## src/sv/cln_pkg.sv

```systemverilog
// shared types, constants and step table for the complex linear combination unit
// no dependencies; used by cln_mul, cln_seq and complex_lincomb_with_norm_unit
package cln_pkg;

  localparam int unsigned DATA_W = 32;            // q8.24 word
  localparam int unsigned FRAC_W = 24;
  localparam int unsigned OPND_W = DATA_W + 1;    // room for a negated -2^31
  localparam int unsigned PROD_W = 2 * OPND_W;
  localparam int unsigned RND_W  = PROD_W - FRAC_W;
  localparam int unsigned SUM_W  = RND_W + 3;     // six rounded terms
  localparam int unsigned NACC_W = 63;
  localparam int unsigned TSQ_W  = 64;
  localparam int unsigned STEP_W = 4;
  localparam int unsigned MODE_W = 3;
  localparam int unsigned CIDX_W = 3;

  localparam logic [STEP_W-1:0] STEP_LIN_LAST = 4'd11;
  localparam logic [STEP_W-1:0] STEP_NRM_LAST = 4'd13;

  localparam int unsigned MODE_CONJ_A = 0;
  localparam int unsigned MODE_CONJ_B = 1;
  localparam int unsigned MODE_NORM   = 2;

  localparam logic signed [DATA_W-1:0] COEF_ONE = 32'sh0100_0000;

  typedef enum logic [CIDX_W-1:0] {
    CFG_A_RE = 3'd0,
    CFG_A_IM = 3'd1,
    CFG_B_RE = 3'd2,
    CFG_B_IM = 3'd3,
    CFG_C_RE = 3'd4,
    CFG_C_IM = 3'd5,
    CFG_MODE = 3'd6
  } cfg_idx_t;

  // where a finished product goes
  typedef enum logic [1:0] {
    DST_RE_ADD,
    DST_RE_SUB,
    DST_IM_ADD,
    DST_NORM
  } dest_t;

  typedef struct packed {
    logic  vld;
    dest_t dst;
  } mul_tag_t;

  typedef enum logic [2:0] {
    ST_IDLE,
    ST_LIN,
    ST_LDRAIN,
    ST_SAT,
    ST_NRM,
    ST_NDRAIN,
    ST_FIN,
    ST_OUT
  } state_t;

  typedef struct packed {
    logic              load;
    logic              issue;
    logic [STEP_W-1:0] step;
    logic              sat_en;
    logic              fin_en;
    logic              in_rdy;
    logic              out_vld;
  } seq_ctrl_t;

  // steps 0..11 build the complex sum, 12 and 13 square the result
  function automatic dest_t step_dest(input logic [STEP_W-1:0] s);
    dest_t d;
    case (s) inside
      4'd0, 4'd2, 4'd4: d = DST_RE_ADD;
      4'd1, 4'd3, 4'd5: d = DST_RE_SUB;
      [4'd6:4'd11]:     d = DST_IM_ADD;
      default:          d = DST_NORM;
    endcase
    return d;
  endfunction

endpackage

```

## src/sv/cln_mul.sv

```systemverilog
// shared signed multiplier with registered product and destination tag
// depends on cln_pkg
module cln_mul (
  input  logic                               clk,
  input  logic                               rst_n,
  input  logic signed [cln_pkg::OPND_W-1:0]  op_x,
  input  logic signed [cln_pkg::OPND_W-1:0]  op_y,
  input  cln_pkg::mul_tag_t                  tag_in,
  output logic signed [cln_pkg::PROD_W-1:0]  prod,
  output cln_pkg::mul_tag_t                  tag_out
);

  logic signed [cln_pkg::PROD_W-1:0] prod_r, prod_nxt;
  cln_pkg::mul_tag_t                 tag_r, tag_nxt;

  always_comb begin
    prod_nxt = cln_pkg::PROD_W'(op_x * op_y);
    tag_nxt  = tag_in;
  end

  always_ff @(posedge clk) begin
    if (!rst_n) begin
      tag_r <= '0;
    end else begin
      tag_r <= tag_nxt;
    end
  end

  always_ff @(posedge clk) begin
    prod_r <= prod_nxt;
  end

  assign prod    = prod_r;
  assign tag_out = tag_r;

endmodule

```

## src/sv/cln_seq.sv

```systemverilog
// sequencer: walks one word through linear, saturate, norm, finish and output phases
// depends on cln_pkg
module cln_seq (
  input  logic                clk,
  input  logic                rst_n,
  input  logic                in_valid,
  input  logic                out_ready,
  output cln_pkg::seq_ctrl_t  ctrl
);

  cln_pkg::state_t                state_r, state_nxt;
  logic [cln_pkg::STEP_W-1:0]     step_r, step_nxt;

  always_comb begin
    state_nxt = state_r;
    case (state_r)
      cln_pkg::ST_IDLE:   if (in_valid) state_nxt = cln_pkg::ST_LIN;
      cln_pkg::ST_LIN:    if (step_r == cln_pkg::STEP_LIN_LAST) state_nxt = cln_pkg::ST_LDRAIN;
      cln_pkg::ST_LDRAIN: state_nxt = cln_pkg::ST_SAT;
      cln_pkg::ST_SAT:    state_nxt = cln_pkg::ST_NRM;
      cln_pkg::ST_NRM:    if (step_r == cln_pkg::STEP_NRM_LAST) state_nxt = cln_pkg::ST_NDRAIN;
      cln_pkg::ST_NDRAIN: state_nxt = cln_pkg::ST_FIN;
      cln_pkg::ST_FIN:    state_nxt = cln_pkg::ST_OUT;
      cln_pkg::ST_OUT:    if (out_ready) state_nxt = cln_pkg::ST_IDLE;
      default:            state_nxt = cln_pkg::ST_IDLE;
    endcase
  end

  always_comb begin
    ctrl         = '0;
    ctrl.step    = step_r;
    ctrl.in_rdy  = (state_r == cln_pkg::ST_IDLE);
    ctrl.load    = (state_r == cln_pkg::ST_IDLE) && in_valid;
    ctrl.issue   = (state_r == cln_pkg::ST_LIN) || (state_r == cln_pkg::ST_NRM);
    ctrl.sat_en  = (state_r == cln_pkg::ST_SAT);
    ctrl.fin_en  = (state_r == cln_pkg::ST_FIN);
    ctrl.out_vld = (state_r == cln_pkg::ST_OUT);
  end

  always_comb begin
    step_nxt = step_r;
    if (ctrl.load) begin
      step_nxt = '0;
    end else if (ctrl.issue) begin
      step_nxt = step_r + 1'b1;
    end
  end

  always_ff @(posedge clk) begin
    if (!rst_n) begin
      state_r <= cln_pkg::ST_IDLE;
      step_r  <= '0;
    end else begin
      state_r <= state_nxt;
      step_r  <= step_nxt;
    end
  end

endmodule

```

## src/sv/complex_lincomb_with_norm_unit.sv

```systemverilog
// Computes r = ka*op(a) + kb*op(b) + kc*c on one complex Q8.24 element per
// word, with optional conjugation of a and b, saturation to 32 bits and an
// optional running |r|^2 (24 fraction bits, clamped at 2^63-1) that is
// reported and cleared on the word marked last. All fourteen products go
// through one shared multiplier: twelve for the complex sum and two for the
// squared norm. out_valid rises after the linear products, a drain, the
// saturate step, the norm products, a drain and the finish step; in_ready
// returns the cycle after the result is taken. Coefficients and mode are
// written through cfg_we/cfg_index/cfg_data, and the user must do so only
// while the block is idle; the block itself does not enforce this.
// depends on cln_pkg, cln_mul and cln_seq
module complex_lincomb_with_norm_unit (
  input  logic                               clk,
  input  logic                               rst_n,
  input  logic                               cfg_we,
  input  logic [cln_pkg::CIDX_W-1:0]         cfg_index,
  input  logic [cln_pkg::DATA_W-1:0]         cfg_data,
  input  logic                               in_valid,
  output logic                               in_ready,
  input  logic signed [cln_pkg::DATA_W-1:0]  in_a_re,
  input  logic signed [cln_pkg::DATA_W-1:0]  in_a_im,
  input  logic signed [cln_pkg::DATA_W-1:0]  in_b_re,
  input  logic signed [cln_pkg::DATA_W-1:0]  in_b_im,
  input  logic signed [cln_pkg::DATA_W-1:0]  in_c_re,
  input  logic signed [cln_pkg::DATA_W-1:0]  in_c_im,
  input  logic                               in_last_elem,
  output logic                               out_valid,
  input  logic                               out_ready,
  output logic signed [cln_pkg::DATA_W-1:0]  out_r_re,
  output logic signed [cln_pkg::DATA_W-1:0]  out_r_im,
  output logic [cln_pkg::NACC_W-1:0]         out_norm_sum,
  output logic                               out_norm_valid,
  output logic                               out_sat_flag,
  output logic                               out_last_out
);

  localparam int unsigned OW = cln_pkg::OPND_W;
  localparam int unsigned DW = cln_pkg::DATA_W;

  cln_pkg::seq_ctrl_t ctrl;

  // configuration
  logic signed [DW-1:0]           ca_re_r, ca_im_r, cb_re_r, cb_im_r, cc_re_r, cc_im_r;
  logic signed [DW-1:0]           ca_re_nxt, ca_im_nxt, cb_re_nxt, cb_im_nxt;
  logic signed [DW-1:0]           cc_re_nxt, cc_im_nxt;
  logic [cln_pkg::MODE_W-1:0]     mode_r, mode_nxt;

  // operand word, imaginary parts already conjugated
  logic signed [OW-1:0]           a_re_r, a_im_r, b_re_r, b_im_r, c_re_r, c_im_r;
  logic signed [OW-1:0]           a_re_nxt, a_im_nxt, b_re_nxt, b_im_nxt, c_re_nxt, c_im_nxt;
  logic                           last_r, last_nxt;

  // accumulation
  logic signed [cln_pkg::SUM_W-1:0]  sum_re_r, sum_im_r, sum_re_nxt, sum_im_nxt;
  logic [cln_pkg::TSQ_W-1:0]         tsq_r, tsq_nxt;
  logic signed [DW-1:0]              rr_r, ri_r, rr_nxt, ri_nxt;
  logic                              sat_r, sat_nxt;
  logic [cln_pkg::NACC_W-1:0]        nacc_r, nacc_nxt;

  // result
  logic signed [DW-1:0]              o_re_r, o_im_r, o_re_nxt, o_im_nxt;
  logic [cln_pkg::NACC_W-1:0]        o_nsum_r, o_nsum_nxt;
  logic                              o_nvld_r, o_nvld_nxt, o_sat_r, o_sat_nxt;
  logic                              o_last_r, o_last_nxt;

  // multiplier
  logic signed [OW-1:0]              mx, my;
  cln_pkg::mul_tag_t                 tag_in, tag_out;
  logic signed [cln_pkg::PROD_W-1:0] prod, prod_rnd;
  logic signed [cln_pkg::RND_W-1:0]  rnd;
  logic signed [cln_pkg::SUM_W-1:0]  rnd_ext;

  // finish stage
  logic [cln_pkg::TSQ_W:0]           tsq_rnd;
  logic [cln_pkg::TSQ_W-1:0]         nsum_wide;
  logic [cln_pkg::NACC_W-1:0]        nacc_upd;
  logic                              norm_on, norm_clamp;
  logic                              re_ovf, im_ovf;

  cln_seq u_seq (
    .clk       (clk),
    .rst_n     (rst_n),
    .in_valid  (in_valid),
    .out_ready (out_ready),
    .ctrl      (ctrl)
  );

  // operand select for the shared multiplier
  always_comb begin
    mx = '0;
    my = '0;
    case (ctrl.step)
      4'd0:    begin mx = OW'(ca_re_r); my = a_re_r; end
      4'd1:    begin mx = OW'(ca_im_r); my = a_im_r; end
      4'd2:    begin mx = OW'(cb_re_r); my = b_re_r; end
      4'd3:    begin mx = OW'(cb_im_r); my = b_im_r; end
      4'd4:    begin mx = OW'(cc_re_r); my = c_re_r; end
      4'd5:    begin mx = OW'(cc_im_r); my = c_im_r; end
      4'd6:    begin mx = OW'(ca_re_r); my = a_im_r; end
      4'd7:    begin mx = OW'(ca_im_r); my = a_re_r; end
      4'd8:    begin mx = OW'(cb_re_r); my = b_im_r; end
      4'd9:    begin mx = OW'(cb_im_r); my = b_re_r; end
      4'd10:   begin mx = OW'(cc_re_r); my = c_im_r; end
      4'd11:   begin mx = OW'(cc_im_r); my = c_re_r; end
      4'd12:   begin mx = OW'(rr_r);    my = OW'(rr_r); end
      4'd13:   begin mx = OW'(ri_r);    my = OW'(ri_r); end
      default: begin mx = '0;           my = '0; end
    endcase
    tag_in.vld = ctrl.issue;
    tag_in.dst = cln_pkg::step_dest(ctrl.step);
  end

  cln_mul u_mul (
    .clk     (clk),
    .rst_n   (rst_n),
    .op_x    (mx),
    .op_y    (my),
    .tag_in  (tag_in),
    .prod    (prod),
    .tag_out (tag_out)
  );

  // round to nearest, ties up: add half an lsb then floor
  assign prod_rnd = prod + $signed(cln_pkg::PROD_W'(1) << (cln_pkg::FRAC_W - 1));
  assign rnd      = prod_rnd[cln_pkg::PROD_W-1:cln_pkg::FRAC_W];
  assign rnd_ext  = cln_pkg::SUM_W'(rnd);

  assign re_ovf = (sum_re_r[cln_pkg::SUM_W-1:DW-1] != '0) &&
                  (sum_re_r[cln_pkg::SUM_W-1:DW-1] != '1);
  assign im_ovf = (sum_im_r[cln_pkg::SUM_W-1:DW-1] != '0) &&
                  (sum_im_r[cln_pkg::SUM_W-1:DW-1] != '1);

  assign norm_on   = mode_r[cln_pkg::MODE_NORM];
  assign tsq_rnd   = {1'b0, tsq_r} + ((cln_pkg::TSQ_W + 1)'(1) << (cln_pkg::FRAC_W - 1));
  assign nsum_wide = {1'b0, nacc_r} +
                     cln_pkg::TSQ_W'(tsq_rnd[cln_pkg::TSQ_W:cln_pkg::FRAC_W]);
  assign norm_clamp = norm_on && nsum_wide[cln_pkg::TSQ_W-1];
  assign nacc_upd   = !norm_on ? nacc_r :
                      (norm_clamp ? '1 : nsum_wide[cln_pkg::NACC_W-1:0]);

  always_comb begin
    ca_re_nxt = ca_re_r;
    ca_im_nxt = ca_im_r;
    cb_re_nxt = cb_re_r;
    cb_im_nxt = cb_im_r;
    cc_re_nxt = cc_re_r;
    cc_im_nxt = cc_im_r;
    mode_nxt  = mode_r;
    if (cfg_we) begin
      case (cln_pkg::cfg_idx_t'(cfg_index))
        cln_pkg::CFG_A_RE: ca_re_nxt = cfg_data;
        cln_pkg::CFG_A_IM: ca_im_nxt = cfg_data;
        cln_pkg::CFG_B_RE: cb_re_nxt = cfg_data;
        cln_pkg::CFG_B_IM: cb_im_nxt = cfg_data;
        cln_pkg::CFG_C_RE: cc_re_nxt = cfg_data;
        cln_pkg::CFG_C_IM: cc_im_nxt = cfg_data;
        cln_pkg::CFG_MODE: mode_nxt  = cfg_data[cln_pkg::MODE_W-1:0];
        default: ;
      endcase
    end
  end

  always_comb begin
    a_re_nxt = a_re_r;
    a_im_nxt = a_im_r;
    b_re_nxt = b_re_r;
    b_im_nxt = b_im_r;
    c_re_nxt = c_re_r;
    c_im_nxt = c_im_r;
    last_nxt = last_r;
    if (ctrl.load) begin
      a_re_nxt = OW'(in_a_re);
      a_im_nxt = mode_r[cln_pkg::MODE_CONJ_A] ? -OW'(in_a_im) : OW'(in_a_im);
      b_re_nxt = OW'(in_b_re);
      b_im_nxt = mode_r[cln_pkg::MODE_CONJ_B] ? -OW'(in_b_im) : OW'(in_b_im);
      c_re_nxt = OW'(in_c_re);
      c_im_nxt = OW'(in_c_im);
      last_nxt = in_last_elem;
    end
  end

  always_comb begin
    sum_re_nxt = sum_re_r;
    sum_im_nxt = sum_im_r;
    tsq_nxt    = tsq_r;
    if (ctrl.load) begin
      sum_re_nxt = '0;
      sum_im_nxt = '0;
      tsq_nxt    = '0;
    end else if (tag_out.vld) begin
      case (tag_out.dst)
        cln_pkg::DST_RE_ADD: sum_re_nxt = sum_re_r + rnd_ext;
        cln_pkg::DST_RE_SUB: sum_re_nxt = sum_re_r - rnd_ext;
        cln_pkg::DST_IM_ADD: sum_im_nxt = sum_im_r + rnd_ext;
        cln_pkg::DST_NORM:   tsq_nxt    = tsq_r + cln_pkg::TSQ_W'(prod);
        default: ;
      endcase
    end
  end

  always_comb begin
    rr_nxt  = rr_r;
    ri_nxt  = ri_r;
    sat_nxt = sat_r;
    if (ctrl.sat_en) begin
      rr_nxt  = re_ovf ? (sum_re_r[cln_pkg::SUM_W-1] ? 32'sh8000_0000 : 32'sh7FFF_FFFF)
                       : sum_re_r[DW-1:0];
      ri_nxt  = im_ovf ? (sum_im_r[cln_pkg::SUM_W-1] ? 32'sh8000_0000 : 32'sh7FFF_FFFF)
                       : sum_im_r[DW-1:0];
      sat_nxt = re_ovf || im_ovf;
    end
  end

  always_comb begin
    nacc_nxt   = nacc_r;
    o_re_nxt   = o_re_r;
    o_im_nxt   = o_im_r;
    o_nsum_nxt = o_nsum_r;
    o_nvld_nxt = o_nvld_r;
    o_sat_nxt  = o_sat_r;
    o_last_nxt = o_last_r;
    if (ctrl.fin_en) begin
      // the last word of a vector reports the sum when norm is on, and clears it
      nacc_nxt   = last_r ? '0 : nacc_upd;
      o_re_nxt   = rr_r;
      o_im_nxt   = ri_r;
      o_nsum_nxt = (last_r && norm_on) ? nacc_upd : '0;
      o_nvld_nxt = last_r && norm_on;
      o_sat_nxt  = sat_r || norm_clamp;
      o_last_nxt = last_r;
    end
  end

  always_ff @(posedge clk) begin
    if (!rst_n) begin
      ca_re_r <= cln_pkg::COEF_ONE;
      ca_im_r <= '0;
      cb_re_r <= cln_pkg::COEF_ONE;
      cb_im_r <= '0;
      cc_re_r <= '0;
      cc_im_r <= '0;
      mode_r  <= '0;
      nacc_r  <= '0;
    end else begin
      ca_re_r <= ca_re_nxt;
      ca_im_r <= ca_im_nxt;
      cb_re_r <= cb_re_nxt;
      cb_im_r <= cb_im_nxt;
      cc_re_r <= cc_re_nxt;
      cc_im_r <= cc_im_nxt;
      mode_r  <= mode_nxt;
      nacc_r  <= nacc_nxt;
    end
  end

  always_ff @(posedge clk) begin
    a_re_r   <= a_re_nxt;
    a_im_r   <= a_im_nxt;
    b_re_r   <= b_re_nxt;
    b_im_r   <= b_im_nxt;
    c_re_r   <= c_re_nxt;
    c_im_r   <= c_im_nxt;
    last_r   <= last_nxt;
    sum_re_r <= sum_re_nxt;
    sum_im_r <= sum_im_nxt;
    tsq_r    <= tsq_nxt;
    rr_r     <= rr_nxt;
    ri_r     <= ri_nxt;
    sat_r    <= sat_nxt;
    o_re_r   <= o_re_nxt;
    o_im_r   <= o_im_nxt;
    o_nsum_r <= o_nsum_nxt;
    o_nvld_r <= o_nvld_nxt;
    o_sat_r  <= o_sat_nxt;
    o_last_r <= o_last_nxt;
  end

  assign in_ready       = ctrl.in_rdy;
  assign out_valid      = ctrl.out_vld;
  assign out_r_re       = o_re_r;
  assign out_r_im       = o_im_r;
  assign out_norm_sum   = o_nsum_r;
  assign out_norm_valid = o_nvld_r;
  assign out_sat_flag   = o_sat_r;
  assign out_last_out   = o_last_r;

  // the unit holds one word at a time
  a_one_word: assert property (@(posedge clk) disable iff (!rst_n)
    !(in_ready && out_valid))
    else $error("input taken while a result is pending");

  a_busy_after_accept: assert property (@(posedge clk) disable iff (!rst_n)
    (in_valid && in_ready) |=> (!in_ready && !out_valid))
    else $error("unit not busy after accepting a word");

  a_no_stray_product: assert property (@(posedge clk) disable iff (!rst_n)
    (in_ready && !$past(out_valid)) |-> !tag_out.vld)
    else $error("multiplier product arrived while idle");

  a_norm_on_last: assert property (@(posedge clk) disable iff (!rst_n)
    (out_valid && !out_last_out) |-> (!out_norm_valid && out_norm_sum == '0))
    else $error("norm reported on a word that is not last");

  a_cleared_after_last: assert property (@(posedge clk) disable iff (!rst_n)
    (ctrl.fin_en && last_r) |=> (nacc_r == '0))
    else $error("norm accumulator not cleared after last word");

endmodule

```

## config.mk

```make
export PLATFORM = sky130hd
export DESIGN_NAME = complex_lincomb_with_norm_unit
export DESIGN_NICKNAME = d
export VERILOG_FILES = /design/src/sv/cln_pkg.sv /design/src/sv/cln_mul.sv /design/src/sv/cln_seq.sv /design/src/sv/complex_lincomb_with_norm_unit.sv
export SDC_FILE = /design/constraint.sdc
export NUM_CORES = 2
export LEC_CHECK = 0
export ABC_AREA = 0
export BUFFER_PORTS_ARGS = -buffer_cell sky130_fd_sc_hd__buf_4
export CAP_MARGIN = 10
export CORE_MARGIN = 2
export CORE_UTILIZATION = 30
export DETAILED_ROUTE_END_ITERATION = 8
export PLACE_DENSITY = 0.51
export SLEW_MARGIN = 20
export SYNTH_ARGS = -nofsm -noshare
export SYNTH_HDL_FRONTEND = slang
export SYNTH_SLANG_ARGS = --single-unit
```

## constraint.sdc

```tcl
create_clock -name clk -period 15.12 [get_ports clk]
set_input_delay 3.024 -clock clk [delete_from_list [all_inputs] [get_ports clk]]
set_output_delay 3.024 -clock clk [all_outputs]
set_load 0.02 [all_outputs]
```

==> metrics.md <==
| Metric | Value |
|---|---|
| Outcome | `complete, no violations` |
| Req. time, crit path | `15770 ps` |
| CP Max Fanout | `34` |
| Root Driver | `clkbuf_16` |
| Clock-pin transition on the worst setup and hold timing paths | `60 ps` |
| Final ANT Viol Nets | `0` |
| Drt total wl | `around 320 mm` |
| Mapped Cells | `9263` |
| CP arrival | `11660 ps` |
| Final nets | `11213` |
| Reg-to-reg startpoint | `u_seq.step_r[2]` |
| Top-area cell type share of the netlist area | `26.9%` |
| H-tree depth | `3` |
| Synth cell types | `90` |
| CP max stage delay | `870 ps` |
| Vias per Instance | `roughly 5.2` |
| WHS Path Cells | `2` |
| Leakage power total | `just over 0.04 uW` |
| Worst hold start | `tsq_r[3]` |
| Setup Fix Bufs, Post-CTS | `0` |
| Ratio of cells with drive above 1 in the final layout | `8.16%` |
| Total grt overflow | `0` |
| Post-synth EDFFs | `390` |
| Max-cap violation count | `0` |
| PD cells | `approximately 140 nW/um^2` |
| Dominant synthesized flop cell | `dfxtp_1` |
| Seq/Total Area, Yosys | `between 20% and 30%` |
| Die area | `around 280000 sq um` |
| Worst setup path class | `reg2reg` |
| Largest net degree at the start of global routing | `approximately 130` |
| Leading area contributor after synthesis | `fa_1` |
| Deepest clock path buffer count | `3` |
| Final setup viols | `0` |
| Pins Over Slew Limit | `0` |
| Ys Warns | `0` |
| CTS tree | `done` |
| First-pass GRT wire length | `~470 mm` |
| Dpl cell area | `90900 sq um` |
| FMAX | `between 90 and 100 MHz` |
| Die Height | `532 um` |
| Drt wl/cell | `24.2 um` |
| Slew Limit Headroom | `a little over a fifth` |
| Worst-Skew Late Latency | `790 ps` |
| Layout area overhead | `12.8%` |
| Overall Global Routing Usage | `approximately 22%` |
| Crit-path slowest cell | `nand3_2` |
| Fin area | `94500 sq um` |
| TritonCTS sink count | `878` |
| Post-DP HPWL | `247 mm` |
| Cts bufs inserted | `100` |
| Final period util | `72.8%` |
| Maximum vdd ir drop | `0.164 mV` |
| Top cells by area, synth | `fa_1, edfxtp_1, dfxtp_1` |
| RSZ-0062 raised after global routing | `false` |
| Post-Syn Area | `83800 sq um` |
| Vias in the first global route | `70312` |
| Final setup margin | `between 4000 and 5000 ps` |
| IO Pins | `365` |
| Final Hold Viols | `0` |
| Initial DRC Count | `slightly below 6000` |
| Most frequent cells after synthesis | `nand2_1, inv_1, fa_1` |
| Fin crit period | `11010 ps` |
| Drt pass-1 iters | `6` |
| Post-CTS Resized | `0` |
| Post-cts hold buffer count | `0` |
| Setup TNS | `0 ps` |
| Seq cells post-synth | `878` |
| RD Place Congestion | `just over 0.9` |
| Setup WS pre-CTS | `4180 ps` |
| Synth Net Count | `11041` |
| Chip Width | `roughly 530 um` |
| Worst slew pin tran | `1170 ps` |
| DRC | `0` |
| Most frequent cell after synthesis | `nand2_1` |
| Initial Util | `between 30 and 40%` |
| Cell Rows | `slightly below 200` |
| CP startpoint kind | `flop` |
| I/O Buffers | `between 300 and 400` |
| Reg2Reg Depth | `35` |
| Post-synth ARST share | `0%` |
| Initial antenna violation count | `24` |
| Routed via count | `approximately 69000` |
| Total power | `13200 uW` |
| CP Capture Type | `flop` |
| Flop-to-flop setup slack | `4110 ps` |
| Worst r2r dst | `u_mul.prod[64]` |
| Core ar. | `roughly 280000 sq um` |
| Mean area per synthesized cell | `9.04 sq um` |
| Worst hold endpoint | `tsq_r[3]` |
| Clock Skew | `around 75 ps` |
| Worst hold-check path type | `reg2reg` |
through the flow:
stage | hold slack (ps) | std cells | utilization, %
after floorplan | 427 | 9263 | -
after global placement | 444 | 13038 | 32.8
after detailed placement | 449 | 13038 | 32.8
after CTS | 456 | 13224 | 34.1
after global routing | 473 | 13228 | 34.1
final | 458 | 13237 | 34.1
cells by family after synthesis:
kind of cell	count (synthesis)	share of synthesized area [%]
AOI/OAI and AO/OA	1635	13.0
xor gates and xnor gates	432	4.52
adders and majority gates	1545	33.2
buffers and inverters	1717	7.72
DFF	878	25.6
muxes	17	0.211
and+or+nand+nor	3039	15.8
critical path: cells and delay by family (launching register included):
kind | cells | cell delay [ps]
flip-flops | 1 | 720
XOR/XNOR | 1 | 170
buffers and inverters | 9 | 1000
adder cells (fa/ha/maj) | 9 | 4090
AND/OR/NAND/NOR | 3 | 1450
AO/OA/AOI/OAI | 13 | 3440
registers in the layout (all words and copies together), names as in the netlist, 33 cells and up:
register      cells
a_im_r           33
nacc_r           63
sum_im_r         45
sum_re_r         45
tsq_r            64
out_norm_sum     63
u_mul.prod       66
b_im_r           33
routing by layer:
metal,global-route usage (%),vias to the layer above,share of wire [%]
met2,35.8,2835,46
met1,29.1,34907,42
met3,4.01,588,7.6
met5,0,-,0.021
met4,9.21,12,4.7
li1,-,30628,-
placed cells by master, fill, tap and decap left out, drive strengths merged, types with 196 or more instances in the layout:
cell    netlist  final
nand2      1626   1626
edfxtp      390    390
fa         1127   1127
nor2        690    690
buf          41    529
a21boi      196    196
a21oi       461    461
ha          418    418
inv        1255   1260
xnor2       285    285
o21ai       229    229
dfxtp       488    488
layout make-up:
cell class / count / area, sq um
fillers: 28690 / 183000
multi-input cells: 6668 / 56100
flip-flops and latches: 878 / 21500
inverters: 1258 / 4730
well taps: 3705 / 4640
repair buffers: 529 / 3980
clock buffers: 144 / 2850
clock inverters: 42 / 666
diodes: 13 / 32.5
report_power, final:
| part | internal, uW | switching (uW) | total, uW |
|---|---|---|---|
| clock network | 1510 | 1090 | 2610 |
| logic | 2660 | 4820 | 7490 |
| registers | 2790 | 357 | 3150 |
| total | 6970 | 6270 | 13200 |
worst max path at each step:
stage / startpoint / end / slack, ps / cells past startpoint
3_3_place_gp: u_seq.step_r[2] / u_mul.prod[64] / 4120 / 32
6_report: u_seq.step_r[2] / u_mul.prod[64] / 4110 / 35
5_1_grt: u_seq.step_r[2] / u_mul.prod[64] / 3460 / 33
4_1_cts: u_seq.step_r[2] / u_mul.prod[64] / 4190 / 32
3_5_place_dp: u_seq.step_r[2] / u_mul.prod[64] / 4180 / 35
2_1_floorplan: u_seq.step_r[0] / u_mul.prod[64] / 5310 / 37
Power figures use the tool's default switching activity.
